<file path="config.mk">
export PLATFORM = sky130hd
export DESIGN_NAME = mset_regfile
export DESIGN_NICKNAME = d
export VERILOG_FILES = /design/src/rtl/core/mset_pkg.sv /design/src/rtl/core/mset_ram.sv /design/src/rtl/core/mset_regfile.sv
export SDC_FILE = /design/constraint.sdc
export NUM_CORES = 2
export LEC_CHECK = 0
export BUFFER_PORTS_ARGS = -buffer_cell sky130_fd_sc_hd__buf_2
export CORE_UTILIZATION = 55
export CTS_CLUSTER_SIZE = 10
export DETAILED_ROUTE_END_ITERATION = 8
export PLACE_DENSITY = 0.68
export REMOVE_ABC_BUFFERS = 1
export SLEW_MARGIN = 20
export SYNTH_ARGS = -nofsm -noshare
export SYNTH_HDL_FRONTEND = slang
export SYNTH_SLANG_ARGS = --single-unit
</file>
<file path="constraint.sdc">
create_clock -name clk -period 2.6 [get_ports clk]
set_input_delay 0.26 -clock clk [delete_from_list [all_inputs] [get_ports clk]]
set_output_delay 0.26 -clock clk [all_outputs]
set_load 0.03 [all_outputs]
</file>
<file path="src/rtl/core/mset_pkg.sv">
// Shared types, constants and codes for the MIPS subset execute block.
`timescale 1ns / 1ps

package mset_pkg;

	// Memory geometry
	localparam int MEM_WORDS  = 262144;
	localparam int ROW_BYTES  = 1024;
	localparam int WORD_W     = $clog2(MEM_WORDS);
	localparam int ADDR_W     = WORD_W + 2;
	localparam int ROW_SHIFT  = $clog2(ROW_BYTES);
	localparam int ROW_W      = (ADDR_W > ROW_SHIFT) ? ADDR_W - ROW_SHIFT : 1;
	localparam logic [31:0] BYTE_LIMIT = 32'(MEM_WORDS * 4);

	// Field widths
	localparam int XLEN     = 32;
	localparam int RF_DEPTH = 32;
	localparam int REG_W    = 5;
	localparam int PC_W     = 16;
	localparam int DLY_W    = 8;
	localparam int LAT_W    = 10;

	// Reset values of the timing registers
	localparam logic [DLY_W-1:0] ROW_DELAY_RST = 8'd10;
	localparam logic [DLY_W-1:0] COL_DELAY_RST = 8'd2;

	// Reserved destinations for ALU ops
	localparam logic [REG_W-1:0] RSV_ZERO = 5'd0;
	localparam logic [REG_W-1:0] RSV_AT   = 5'd1;
	localparam logic [REG_W-1:0] RSV_K1   = 5'd27;

	typedef enum logic [3:0] {
		OP_ADD  = 4'd0,
		OP_SUB  = 4'd1,
		OP_MUL  = 4'd2,
		OP_SLT  = 4'd3,
		OP_ADDI = 4'd4,
		OP_BEQ  = 4'd5,
		OP_BNE  = 4'd6,
		OP_J    = 4'd7,
		OP_LW   = 4'd8,
		OP_SW   = 4'd9
	} op_t;

	typedef enum logic [1:0] {
		ST_OK       = 2'd0,
		ST_BAD_ADDR = 2'd1,
		ST_OVERFLOW = 2'd2,
		ST_RSV_DEST = 2'd3
	} status_t;

	typedef enum logic [1:0] {
		ROW_HIT      = 2'd0,
		ROW_COLD     = 2'd1,
		ROW_CONFLICT = 2'd2
	} row_res_t;

	typedef enum logic [0:0] {
		CFG_ROW_DELAY = 1'b0,
		CFG_COL_DELAY = 1'b1
	} cfg_idx_t;

	typedef struct packed {
		logic [3:0]              operation;
		logic [REG_W-1:0]        dest_index;
		logic [REG_W-1:0]        src1_index;
		logic [REG_W-1:0]        src2_index;
		logic signed [XLEN-1:0]  immediate;
		logic [PC_W-1:0]         target;
	} instr_t;

	typedef struct packed {
		logic [PC_W-1:0]         next_pc;
		logic                    write_enable;
		logic [REG_W-1:0]        write_index;
		logic signed [XLEN-1:0]  write_value;
		logic [1:0]              status;
		logic                    dram_access;
		logic [1:0]              row_result;
		logic [LAT_W-1:0]        dram_latency;
		logic [31:0]             row_updates;
	} result_t;

	// Register file read request: a = src1, b = src2, c = dest
	typedef struct packed {
		logic             en;
		logic [REG_W-1:0] a;
		logic [REG_W-1:0] b;
		logic [REG_W-1:0] c;
	} rf_rd_t;

	typedef struct packed {
		logic [XLEN-1:0] a;
		logic [XLEN-1:0] b;
		logic [XLEN-1:0] c;
	} rf_data_t;

	typedef struct packed {
		logic             en;
		logic [REG_W-1:0] idx;
		logic [XLEN-1:0]  data;
	} rf_wr_t;

	typedef struct packed {
		logic              en;
		logic [WORD_W-1:0] addr;
	} dm_rd_t;

	typedef struct packed {
		logic              en;
		logic [WORD_W-1:0] addr;
		logic [XLEN-1:0]   data;
	} dm_wr_t;

endpackage

</file>
<file path="src/rtl/core/mset_ram.sv">
// Generic single-write, single-read RAM with registered read data.
`timescale 1ns / 1ps

module mset_ram #(
	parameter int WIDTH = 32,
	parameter int DEPTH = 32
) (
	input  logic                     clk,
	input  logic                     we,
	input  logic [$clog2(DEPTH)-1:0] waddr,
	input  logic [WIDTH-1:0]         wdata,
	input  logic                     re,
	input  logic [$clog2(DEPTH)-1:0] raddr,
	output logic [WIDTH-1:0]         rdata
);

	logic [WIDTH-1:0] mem [DEPTH];

	always_ff @(posedge clk) begin
		if (we) begin
			mem[waddr] <= wdata;
		end
		if (re) begin
			rdata <= mem[raddr];
		end
	end

endmodule

</file>
<file path="src/rtl/core/mset_regfile.sv">
// Register file: three read copies, per-entry valid bits, write forwarding.
`timescale 1ns / 1ps

module mset_regfile import mset_pkg::*; (
	input  logic     clk,
	input  logic     arst_n,
	input  rf_rd_t   rd,
	input  rf_wr_t   wr,
	output rf_data_t data
);

	logic [RF_DEPTH-1:0] valid_q;
	logic [REG_W-1:0]    a_q, b_q, c_q;
	logic                fwd_en_q;
	logic [REG_W-1:0]    fwd_idx_q;
	logic [XLEN-1:0]     fwd_data_q;
	rf_data_t            ram_q;

	mset_ram #(.WIDTH(XLEN), .DEPTH(RF_DEPTH)) u_ram_a (
		.clk(clk), .we(wr.en), .waddr(wr.idx), .wdata(wr.data),
		.re(rd.en), .raddr(rd.a), .rdata(ram_q.a)
	);
	mset_ram #(.WIDTH(XLEN), .DEPTH(RF_DEPTH)) u_ram_b (
		.clk(clk), .we(wr.en), .waddr(wr.idx), .wdata(wr.data),
		.re(rd.en), .raddr(rd.b), .rdata(ram_q.b)
	);
	mset_ram #(.WIDTH(XLEN), .DEPTH(RF_DEPTH)) u_ram_c (
		.clk(clk), .we(wr.en), .waddr(wr.idx), .wdata(wr.data),
		.re(rd.en), .raddr(rd.c), .rdata(ram_q.c)
	);

	always_ff @(posedge clk or negedge arst_n) begin
		if (!arst_n) begin
			valid_q  <= '0;
			fwd_en_q <= 1'b0;
		end else if (wr.en) begin
			valid_q[wr.idx] <= 1'b1;
			fwd_en_q        <= 1'b1;
		end
	end

	always_ff @(posedge clk) begin
		if (rd.en) begin
			a_q <= rd.a;
			b_q <= rd.b;
			c_q <= rd.c;
		end
		if (wr.en) begin
			fwd_idx_q  <= wr.idx;
			fwd_data_q <= wr.data;
		end
	end

	// Latest write wins over a same-edge read; never-written entries read zero.
	always_comb begin
		data.a = (fwd_en_q && fwd_idx_q == a_q) ? fwd_data_q :
		         (valid_q[a_q] ? ram_q.a : '0);
		data.b = (fwd_en_q && fwd_idx_q == b_q) ? fwd_data_q :
		         (valid_q[b_q] ? ram_q.b : '0);
		data.c = (fwd_en_q && fwd_idx_q == c_q) ? fwd_data_q :
		         (valid_q[c_q] ? ram_q.c : '0);
	end

endmodule

</file>
==> impl_metrics.json <==
{
  "synth.distinct_cells": 25,
  "leakagePower_nw": 23.4,
  "ir_worst_vdd_mv": 0.674,
  "clock_sinks": 1205,
  "drt_iter0_drc": 4781,
  "multiInputGateArea_sq_um": 25300,
  "rsz0062_at_grt": "yes",
  "ys_warn_count": 0,
  "final_nets": 3181,
  "cts_root_buf": "clkbuf_16",
  "synthToLayoutAreaGrowth_pct": 16.5,
  "criticalPathCategory": "register to output pin",
  "cap_violations": 0,
  "drive_above_1_share": 0.543,
  "violations": "negative setup slack",
  "drc_errors": 0,
  "chipHeight_um": 338,
  "cp_cell_sequence": "buf_12 -> mux2i_1 -> mux4_2 -> and3b_1 -> nor4_4 -> buf_6 -> buf_12 -> a22o_1 -> buf_6",
  "crit_buf_inv": 4,
  "numCtsBuffers": 142,
  "final.period_utilization": 1.36,
  "cp_slowest_cell": "mux4_2",
  "ys_ff_latch": 1205,
  "clk_latency_ns": 0.76,
  "clk_path_buf_depth": 3,
  "finalWorstSetupSlack_ns": -0.938,
  "grt_overflow": 0,
  "maxSlewViolCount": 0,
  "fp-row-count": 123,
  "layout_commonest_cell": "edfxtp_1",
  "via_count": 36100,
  "cp-start-kind": "register",
  "cpPeakStageDelay_ns": 0.46,
  "gp_congestion": 0.891,
  "relSlewSlack": 0.381,
  "worstSetupEndpointType": "output pin",
  "holdWs_ns": 0.0302,
  "seq_area_sq_um": 36000,
  "dpl-instance-area_sq_um": 67700,
  "setup_violations": 96,
  "skew_ns": 0.0175,
  "grt_pass1_vias": 37500,
  "crit_fanout": 17,
  "core-area_sq_um": 112000,
  "port_buffers": 151,
  "worstMarginPinSlew_ns": 0.929,
  "power_density_nw_per_um2": 657,
  "grt_pass1_wl_um": 277000,
  "grt_max_degree": 57,
  "fmax_mhz": 283,
  "cp_top_family": "buffers and inverters",
  "cts.clk_slew.worst_paths_ns": 0.06,
  "die_width_um": 338,
  "seq_area_frac_synth": 0.579,
  "required_ns": 2.34,
  "mostFrequentLayoutCells": "edfxtp_1 (1172), mux4_2 (972), buf_4 (148)",
  "drt_wl_total_um": 193000,
  "final_cell_area_sq_um": 72500,
  "routed_via_density": 7.72,
  "htree_levels": 4,
  "cts_tree": "done",
  "drt-pass1-iter-count": 8,
  "grt_antenna_before_repair": 4,
  "synthesis.area_sq_um": 62300,
  "io_pins": 152,
  "final-hold-violation-count": 0,
  "period_needed_ns": 3.54,
  "cp.arrival_ns": 3.28,
  "hpwl_um": 115000,
  "fillCellCount": 7330,
  "outcome": "finished, violations left",
  "wl_per_cell_um": 41.3,
  "grt_use_total": 0.345,
  "start_util": 0.554,
  "detail-route-antenna-nets": 0,
  "hold_class": "input port to register",
  "die_area_sq_um": 115000,
  "avgSynthCellArea_sq_um": 22.3,
  "synthCells": 2790
}
## layout make-up
cell class,count,area share
sequential,1205,0.497
multi-input combinational,1330,0.349
timing repair buffer,446,0.0744
clock buffer,174,0.0515
tap,1500,0.0259
clock inverter,21,0.00264
antenna,2,0.0000690
## report_power, final
group	leakage (nW)	internal (mW)	switching [mW]
Clock	1.92	10.1	7.68
Combinational	10.5	3.68	3.90
Sequential	11.0	21.9	0.434
Total	23.4	35.7	12.0
## Yosys cell counts
library cell  count  share of area
nor4_4            3         0.0010
and3b_1           3        0.00042
dfrtp_1          33          0.013
nor2_1           37         0.0022
xor2_1           12         0.0017
a22o_1           99          0.014
nor2b_1           3        0.00030
buf_1            30         0.0018
mux2_2           96          0.017
clkbuf_1        134         0.0081
or3b_2            2        0.00028
nor4_1            3        0.00030
and3_1            6        0.00060
or3_1             1        0.00010
nand2_1           2        0.00012
or2_2            33         0.0033
buf_2            76         0.0061
mux4_2          972           0.35
mux2i_1          48         0.0077
buf_12            3        0.00096
nand3_1           2        0.00016
xnor2_1           3        0.00042
edfxtp_1       1172           0.57
nand3b_1          5        0.00060
buf_6            12         0.0022
## state kept, by name, summed over array words and instances (netlist names)
signal and flops:
a_q 5, b_q 5, c_q 5, fwd_data_q 32
fwd_en_q 1, fwd_idx_q 5, u_ram_a.rdata 32, u_ram_b.mem 512
u_ram_b.rdata 32, u_ram_c.mem 512, u_ram_c.rdata 32, valid_q 32
## through the flow
step | setup TNS [ns] | cells | utilization | setup WS [ns] | power (mW)
after floorplan | -73.64 | 2535 | - | -0.668 | 26.3
after global placement | -8.57 | 4451 | 0.603 | -0.180 | 29.6
after detailed placement | -12.15 | 4451 | 0.603 | -0.208 | 29.7
after CTS | -81.13 | 4674 | 0.644 | -0.959 | 47.7
after global routing | -88.24 | 4678 | 0.646 | -1.01 | 48.9
final | -80.17 | 4678 | 0.646 | -0.938 | 47.7
## path summary, 6_finish.rpt
path                       slack, ns                          start  cells after the start                          end
max                            -0.94               a_q[1]$_DFFE_PP_                      9                     data[92]
min                             0.03                          wr[7]                      1      fwd_data_q[7]$_DFFE_PP_
max reg2reg                     0.57  u_ram_c.mem[19][20]$_DFFE_PP_                      3  u_ram_b.rdata[20]$_DFFE_PP_
min reg2reg                     0.56         valid_q[7]$_DFFE_PN0P_                      1       valid_q[7]$_DFFE_PN0P_
max in group asynchronous       1.99                         arst_n                      2      valid_q[27]$_DFFE_PN0P_
min in group asynchronous       0.12                         arst_n                      2       valid_q[4]$_DFFE_PN0P_
## logic make-up (layout without fill, tap and decap cells)
group / after synthesis / after routing / share of synthesized area
other: 0 / 2 / 0
muxes: 1116 / 1116 / 0.377
DFF: 1205 / 1205 / 0.579
xor gates and xnor gates: 15 / 15 / 0.00211
and+or+nand+nor: 100 / 100 / 0.00947
buffers and inverters: 255 / 641 / 0.0191
AOI/OAI and AO/OA: 99 / 99 / 0.0139
## worst register-to-register path: stages (launching register included)
cell      delay [ns]
edfxtp_1        0.41
mux4_2          0.50
mux4_2          0.52
mux2_2          0.33
## layer usage
layer | GRT usage | share of wire
met3 | 0.0926 | 0.12
met4 | 0.144 | 0.046
met1 | 0.474 | 0.36
met2 | 0.528 | 0.47
met5 | 0 | 0.000067
## repair_timing
action | CTS | global route
cloned | 0 | 1
pin swaps | 11 | 2
setup endpoints to repair | 96 | 96
hold endpoints to repair | 530 | 0
hold buffers | 26 | 0
setup buffers | 2 | 1
resized for setup | 150 | 40
Power figures use the tool's default switching activity.
